## src/rtl/fac_pkg.sv

```systemverilog
package fac_pkg;

    localparam int VALUE_WIDTH_DEF = 32;
    localparam int FRAC_BITS_DEF   = 16;
    localparam int BOX_W           = 32;
    localparam int ENTRY_W         = 32;
    localparam int OP_W            = 2;
    localparam int INDEX_W         = 4;
    localparam int TDATA_IN_W      = 232;
    localparam int TUSER_IN_W      = 3;
    localparam int TDATA_OUT_W     = 8;

    localparam logic [OP_W-1:0] OP_LOAD  = 2'd0;
    localparam logic [OP_W-1:0] OP_BUILD = 2'd1;
    localparam logic [OP_W-1:0] OP_TEST  = 2'd2;

    // 4 rows x 4 columns x 4 products for the clip matrix.
    localparam int BUILD_STEPS = 64;
    localparam int BUILD_DRAIN = 3;
    localparam int PLANES      = 6;
    localparam int TEST_DRAIN  = 1;
    localparam int CNT_W       = 7;

    typedef struct packed {
        logic       load_en;
        logic       build_issue;
        logic [5:0] step;
        logic       test_start;
        logic       test_issue;
        logic [2:0] plane;
    } fac_cmd_t;

    typedef struct packed {
        logic culled;
    } fac_status_t;

endpackage

```

## src/rtl/fac_ctrl.sv

```systemverilog
module fac_ctrl (
    input  logic                      clk,
    input  logic                      rst_n,
    input  logic                      in_valid,
    output logic                      in_ready,
    input  logic [fac_pkg::OP_W-1:0]  in_op,
    output logic                      out_valid,
    input  logic                      out_ready,
    output logic                      out_visible,
    output fac_pkg::fac_cmd_t         cmd,
    input  fac_pkg::fac_status_t      status
);
    import fac_pkg::*;

    typedef enum logic [1:0] {
        S_IDLE,
        S_BUILD,
        S_TEST
    } state_t;

    state_t           state_reg;
    logic [CNT_W-1:0] cnt_reg;
    logic             out_valid_reg;
    logic             visible_reg;
    logic             accept;
    logic             test_done;

    assign in_ready    = (state_reg == S_IDLE);
    assign accept      = in_valid && in_ready;
    assign out_valid   = out_valid_reg;
    assign out_visible = visible_reg;
    assign test_done   = (state_reg == S_TEST)
                      && (cnt_reg == CNT_W'(PLANES + TEST_DRAIN))
                      && (!out_valid_reg || out_ready);

    always_comb
    begin
        cmd             = '0;
        cmd.load_en     = accept && (in_op == OP_LOAD);
        cmd.test_start  = accept && (in_op == OP_TEST);
        cmd.build_issue = (state_reg == S_BUILD) && (cnt_reg < CNT_W'(BUILD_STEPS));
        cmd.step        = cnt_reg[5:0];
        cmd.test_issue  = (state_reg == S_TEST) && (cnt_reg < CNT_W'(PLANES));
        cmd.plane       = cnt_reg[2:0];
    end

    always_ff @(posedge clk or negedge rst_n)
    begin
        if (!rst_n)
        begin
            state_reg     <= S_IDLE;
            cnt_reg       <= '0;
            out_valid_reg <= 1'b0;
            visible_reg   <= 1'b0;
        end
        else
        begin
            if (out_valid_reg && out_ready && !test_done)
            begin
                out_valid_reg <= 1'b0;
            end
            case (state_reg)
                S_IDLE:
                begin
                    cnt_reg <= '0;
                    if (accept && (in_op == OP_BUILD))
                    begin
                        state_reg <= S_BUILD;
                    end
                    else if (accept && (in_op == OP_TEST))
                    begin
                        state_reg <= S_TEST;
                    end
                end
                S_BUILD:
                begin
                    if (cnt_reg == CNT_W'(BUILD_STEPS + BUILD_DRAIN))
                    begin
                        state_reg <= S_IDLE;
                    end
                    else
                    begin
                        cnt_reg <= cnt_reg + 1'b1;
                    end
                end
                S_TEST:
                begin
                    if (test_done)
                    begin
                        out_valid_reg <= 1'b1;
                        visible_reg   <= !status.culled;
                        state_reg     <= S_IDLE;
                    end
                    else if (cnt_reg != CNT_W'(PLANES + TEST_DRAIN))
                    begin
                        cnt_reg <= cnt_reg + 1'b1;
                    end
                end
                default:
                begin
                    state_reg <= S_IDLE;
                end
            endcase
        end
    end

`ifndef SYNTHESIS
    a_no_mixed_issue: assert property (@(posedge clk) disable iff (!rst_n)
        !(cmd.build_issue && cmd.test_issue))
        else $error("build and test issued together");

    a_result_from_test: assert property (@(posedge clk) disable iff (!rst_n)
        $rose(out_valid_reg) |-> $past(state_reg == S_TEST))
        else $error("result word raised outside a box test");

    a_test_cnt_bound: assert property (@(posedge clk) disable iff (!rst_n)
        (state_reg == S_TEST) |-> (cnt_reg <= CNT_W'(PLANES + TEST_DRAIN)))
        else $error("test counter overran");

    a_busy_after_build: assert property (@(posedge clk) disable iff (!rst_n)
        (accept && (in_op == OP_BUILD)) |=> !in_ready)
        else $error("ready while building planes");
`endif

endmodule

```

## config.mk

```make
export PLATFORM = sky130hd
export DESIGN_NAME = fac_ctrl
export DESIGN_NICKNAME = d
export VERILOG_FILES = /design/src/rtl/fac_pkg.sv /design/src/rtl/fac_ctrl.sv
export SDC_FILE = /design/constraint.sdc
export NUM_CORES = 1
export LEC_CHECK = 0
export CORE_MARGIN = 3
export CORE_UTILIZATION = 45
export CTS_CLUSTER_DIAMETER = 100
export DETAILED_ROUTE_END_ITERATION = 7
export DONT_BUFFER_PORTS = 1
export PLACE_DENSITY = 0.65
export SETUP_SLACK_MARGIN = 0.2
export SYNTH_ARGS = -nofsm -noshare
export SYNTH_HDL_FRONTEND = slang
export SYNTH_SLANG_ARGS = --single-unit
```

## constraint.sdc

```tcl
create_clock -name clk -period 3.4 [get_ports clk]
set_input_delay 0.68 -clock clk [delete_from_list [all_inputs] [get_ports clk]]
set_output_delay 0.68 -clock clk [all_outputs]
set_load 0.03 [all_outputs]
```

== Word-level counts from Yosys, hierarchy flattened ==
Cells that the tools add are included.

* $add $sub $neg: 1
* Order comparisons: 2
* Equality and inequality tests: 13
* Multiplexer cells: 12
* Reductions and logical operators: 20

{| class="wikitable"
|+ Operators by type and width
! kind !! count
|-
| $mux W7 || 3
|-
| $pmux W7 S3 || 1
|-
| $logic_and A1 B1 Y1 || 10
|-
| $mux W2 || 4
|-
| $add A7 B1 Y7 const B || 1
|-
| $eq A7 B3 Y1 const B || 1
|-
| $eq A7 B7 Y1 const B || 1
|-
| $lt A7 B3 Y1 const B || 1
|-
| $lt A7 B7 Y1 const B || 1
|-
| $ne A7 B3 Y1 const B || 1
|-
| $ne A2 B2 Y1 const B || 3
|-
| $pmux W2 S3 || 1
|-
| $eq A2 B1 Y1 const B || 2
|-
| $eq A2 B2 Y1 const B || 2
|-
| $logic_not A2 Y1 || 2
|-
| $ne A2 B1 Y1 const B || 2
|-
| $reduce_and A4 Y1 || 1
|-
| $logic_not A1 Y1 || 3
|-
| $mux W1 || 3
|-
| $ne A3 B1 Y1 const B || 1
|-
| $reduce_and A3 Y1 || 1
|-
| $reduce_bool A3 Y1 || 1
|-
| $reduce_and A2 Y1 || 1
|-
| $logic_or A1 B1 Y1 || 1
|}

* Register bits after elaboration: 11
* Output and inout bits: 16
* Logic and storage cells: 52

== Depth between registers and ports, before layout ==
* Depth after elaboration: 8
* Mapped depth: 6
* Gate-level depth less buffers: 6

== Worst setup path before layout ==
No wires, ideal clock.

* Kind: reg2out
* Start point: register state_reg[0]
* End point: output cmd[12] in the netlist's numbering
* Arrival: 1929 ps
* Data required time: 2720 ps
* Setup slack: 791 ps
* Cell stages (with the launch flop): 4
* Path buffers: 0
* Cell sequence: dfrtp_1 inv_1 ha_1 nor4bb_1

{| class="wikitable"
|+ RTL lines
! item !! RTL line !! text
|-
| start: declaration || fac_ctrl.sv:21 || <nowiki>state_t state_reg;</nowiki>
|-
| start signal: assignment || fac_ctrl.sv:51 || <nowiki>state_reg <= S_IDLE;</nowiki>
|-
| start signal: assignment || fac_ctrl.sv:68 || <nowiki>state_reg <= S_BUILD;</nowiki>
|-
| start signal: assignment || fac_ctrl.sv:72 || <nowiki>state_reg <= S_TEST;</nowiki>
|-
| end: declaration || fac_ctrl.sv:10 || <nowiki>output fac_pkg::fac_cmd_t cmd,</nowiki>
|}

==> metrics <==
fmax=384 MHz; Yosys warning total=0; largest net degree at the start of global routing=12; CTS sink count=11; FILL cells=about 160; Post-Syn Area=783 sq um; CP max-delay cell=dfrtp_1; EDFF count, synth=0; minimum clock period=2.60 ns; Max Slew Vio Count=0; antenna viol nets, final=0; clock transition at the registers of the reported paths=0.08 ns; Critical Path Start Type=flip-flop; library cells used by synthesis=36; Die X=roughly 48 um; Pleak=approximately 0.35 nW; area delta synth->final=-1.76%; DRT Pass-1 Iters=4; placed insts=roughly 100; Setup Skew=between 0.006 and 0.007 ns; cell area after placement=~740 sq um; commonest cells after routing, fill and taps aside=nand2_1 (12), dfrtp_1 (11), inv_1 (8); Worst path max stage delay=approximately 0.57 ns; Crit path max-delay family=flip-flops; Post-CTS Hold Fix Bufs=0; WL per Instance=15.0 um; IO buf count=0; Seq/Total Area, Yosys=35.1%; Die ar.=2280 sq um; Die Height=around 48 um; Data required, critical path=2.72 ns; CORE AREA=1580 sq um; final setup fails=0; n_diodes=0; root buffer cell=clkbuf_4; layout cells sized above 1=9.30%; first-pass GRT wire length=2500 um; TritonCTS Buffers=3; Least-Margin Pin Slew=roughly 0.72 ns; routed via count=~610; most common cell after layout, fill and taps aside=nand2_1; worst vdd ir=approximately 0.00037 V; Routed WL=~1500 um; fin crit share=between 70% and 80%; TritonCTS clock tree=yes; Initial Utilization=49.7%; number of global-route vias before repair=561; CP Buf/Inv Count=0; antenna violations before repair=0; Tot GR Track Use=15.4%; Residual DRC=0; Slew HR=51.9%; Gate Count Post-Synth=90; Ports=23; setup TNS=0 ns; 1st-iter DRT viols=7; critical path type=flip-flop to output port; row cnt=14; cts repair resizes=0; Synth Flop Type=dfrtp_1; RSZ-0062 raised after global routing=no; fin cells=102; post-route cell area=769 sq um; Clock H-tree levels=1; post-synthesis register bit count=11; Synth async-reset ratio=100%; pwr/cell area=746 nW/um^2; Max Cap Viol=0; CP Max Fanout=9; min-delay worst type=primary input to asynchronous set/reset pin; count of final hold-check violations=0; Final nets=98; gpl congestion=0.789; post-DP HPWL=about 1100 um; drt via density=5.94; critical-path cell list=nor4_1 -> nand2_1 -> a21oi_1; clk_lat worst skew=between 0.2 and 0.3 ns; max reg flops=7; status=finished, final reports clean; CP Capture Type=output port; crit path DAT=1.92 ns; syn_area_per_cell=8.70 sq um; clock buffer depth=2; Setup Fix Bufs, Post-CTS=0; gr ovfl total=0; syn nets=101
==> final timing paths <==
check	cells after the start	startpoint	slack [ns]	end
max in group asynchronous	0	rst_n	3.23	cnt_reg[1]
hold reg to reg	2	state_reg[0]	0.60	state_reg[0]
min in group clk	1	status	0.50	out_visible
setup / recovery	3	cnt_reg[3]	0.80	cmd[3]
hold / removal	0	rst_n	0.1	state_reg[0]
setup reg to reg	5	cnt_reg[0]	0.98	cnt_reg[0]
==> cells by family (layout without fill, tap and decap cells) <==
family          Yosys count  count (layout)  synth area share [%]
simple gates             31              31                  21.2
flops                    11              11                  35.1
mux                       3               3                  3.99
compound gates           24              24                  20.8
buf+inv                  17              13                  12.5
fa+ha+maj                 4               4                  6.39
==> synthesized netlist by cell type (2+ instances only) <==
| cell | count | share of area [%] |
|---|---|---|
| nand2_1 | 12 | 5.8 |
| dfrtp_1 | 11 | 35 |
| buf_4 | 9 | 8.6 |
| inv_1 | 8 | 3.8 |
| a21oi_1 | 5 | 3.2 |
| ha_1 | 4 | 6.4 |
| o21ai_0 | 4 | 2.6 |
| nor2_1 | 3 | 1.4 |
| o211ai_1 | 3 | 2.9 |
| a31oi_1 | 2 | 1.6 |
| mux2i_1 | 2 | 2.6 |
| nor2b_1 | 2 | 1.6 |
| nor3_1 | 2 | 1.3 |
==> stage by stage <==
stage          util, %  hold slack, ns  power [mW]  setup WS [ns]
3_5_place_dp      47.1           0.385       0.487          0.988
2_1_floorplan        -           0.384       0.477          0.791
5_1_grt           48.8          0.0796       0.626          0.631
6_report          48.8          0.0961       0.574          0.798
4_1_cts           48.8          0.0890       0.581          0.777
3_3_place_gp      47.1           0.385       0.487           1.03
==> power breakdown <==
group	internal (mW)	leakage [nW]	switching, mW
Sequential	0.152	0.148	0.0834
Combinational	0.0897	0.189	0.157
Clock	0.0453	0.0150	0.0460
==> routing by layer <==
layer | GRT usage (%) | vias to the layer above | share of wire (%)
met1 | 22.5 | 276 | 49
li1 | - | 313 | -
met3 | 2.63 | 0 | 5.1
met4 | 6.45 | 0 | 0
met2 | 22.2 | 17 | 46
met5 | 0 | - | 0
==> cell type report <==
| class | instances | area [sq um] | area share (%) |
|---|---|---|---|
| Sequential cell | 11 | 275 | 35.8 |
| Multi-Input combinational cell | 62 | 410 | 53.3 |
| Clock buffer | 4 | 26.3 | 3.41 |
| Timing Repair Buffer | 1 | 7.51 | 0.976 |
| Inverter | 8 | 30.0 | 3.90 |
| Tap cell | 16 | 20.0 | 2.60 |
No activity file was read; power rests on OpenSTA's default activity.
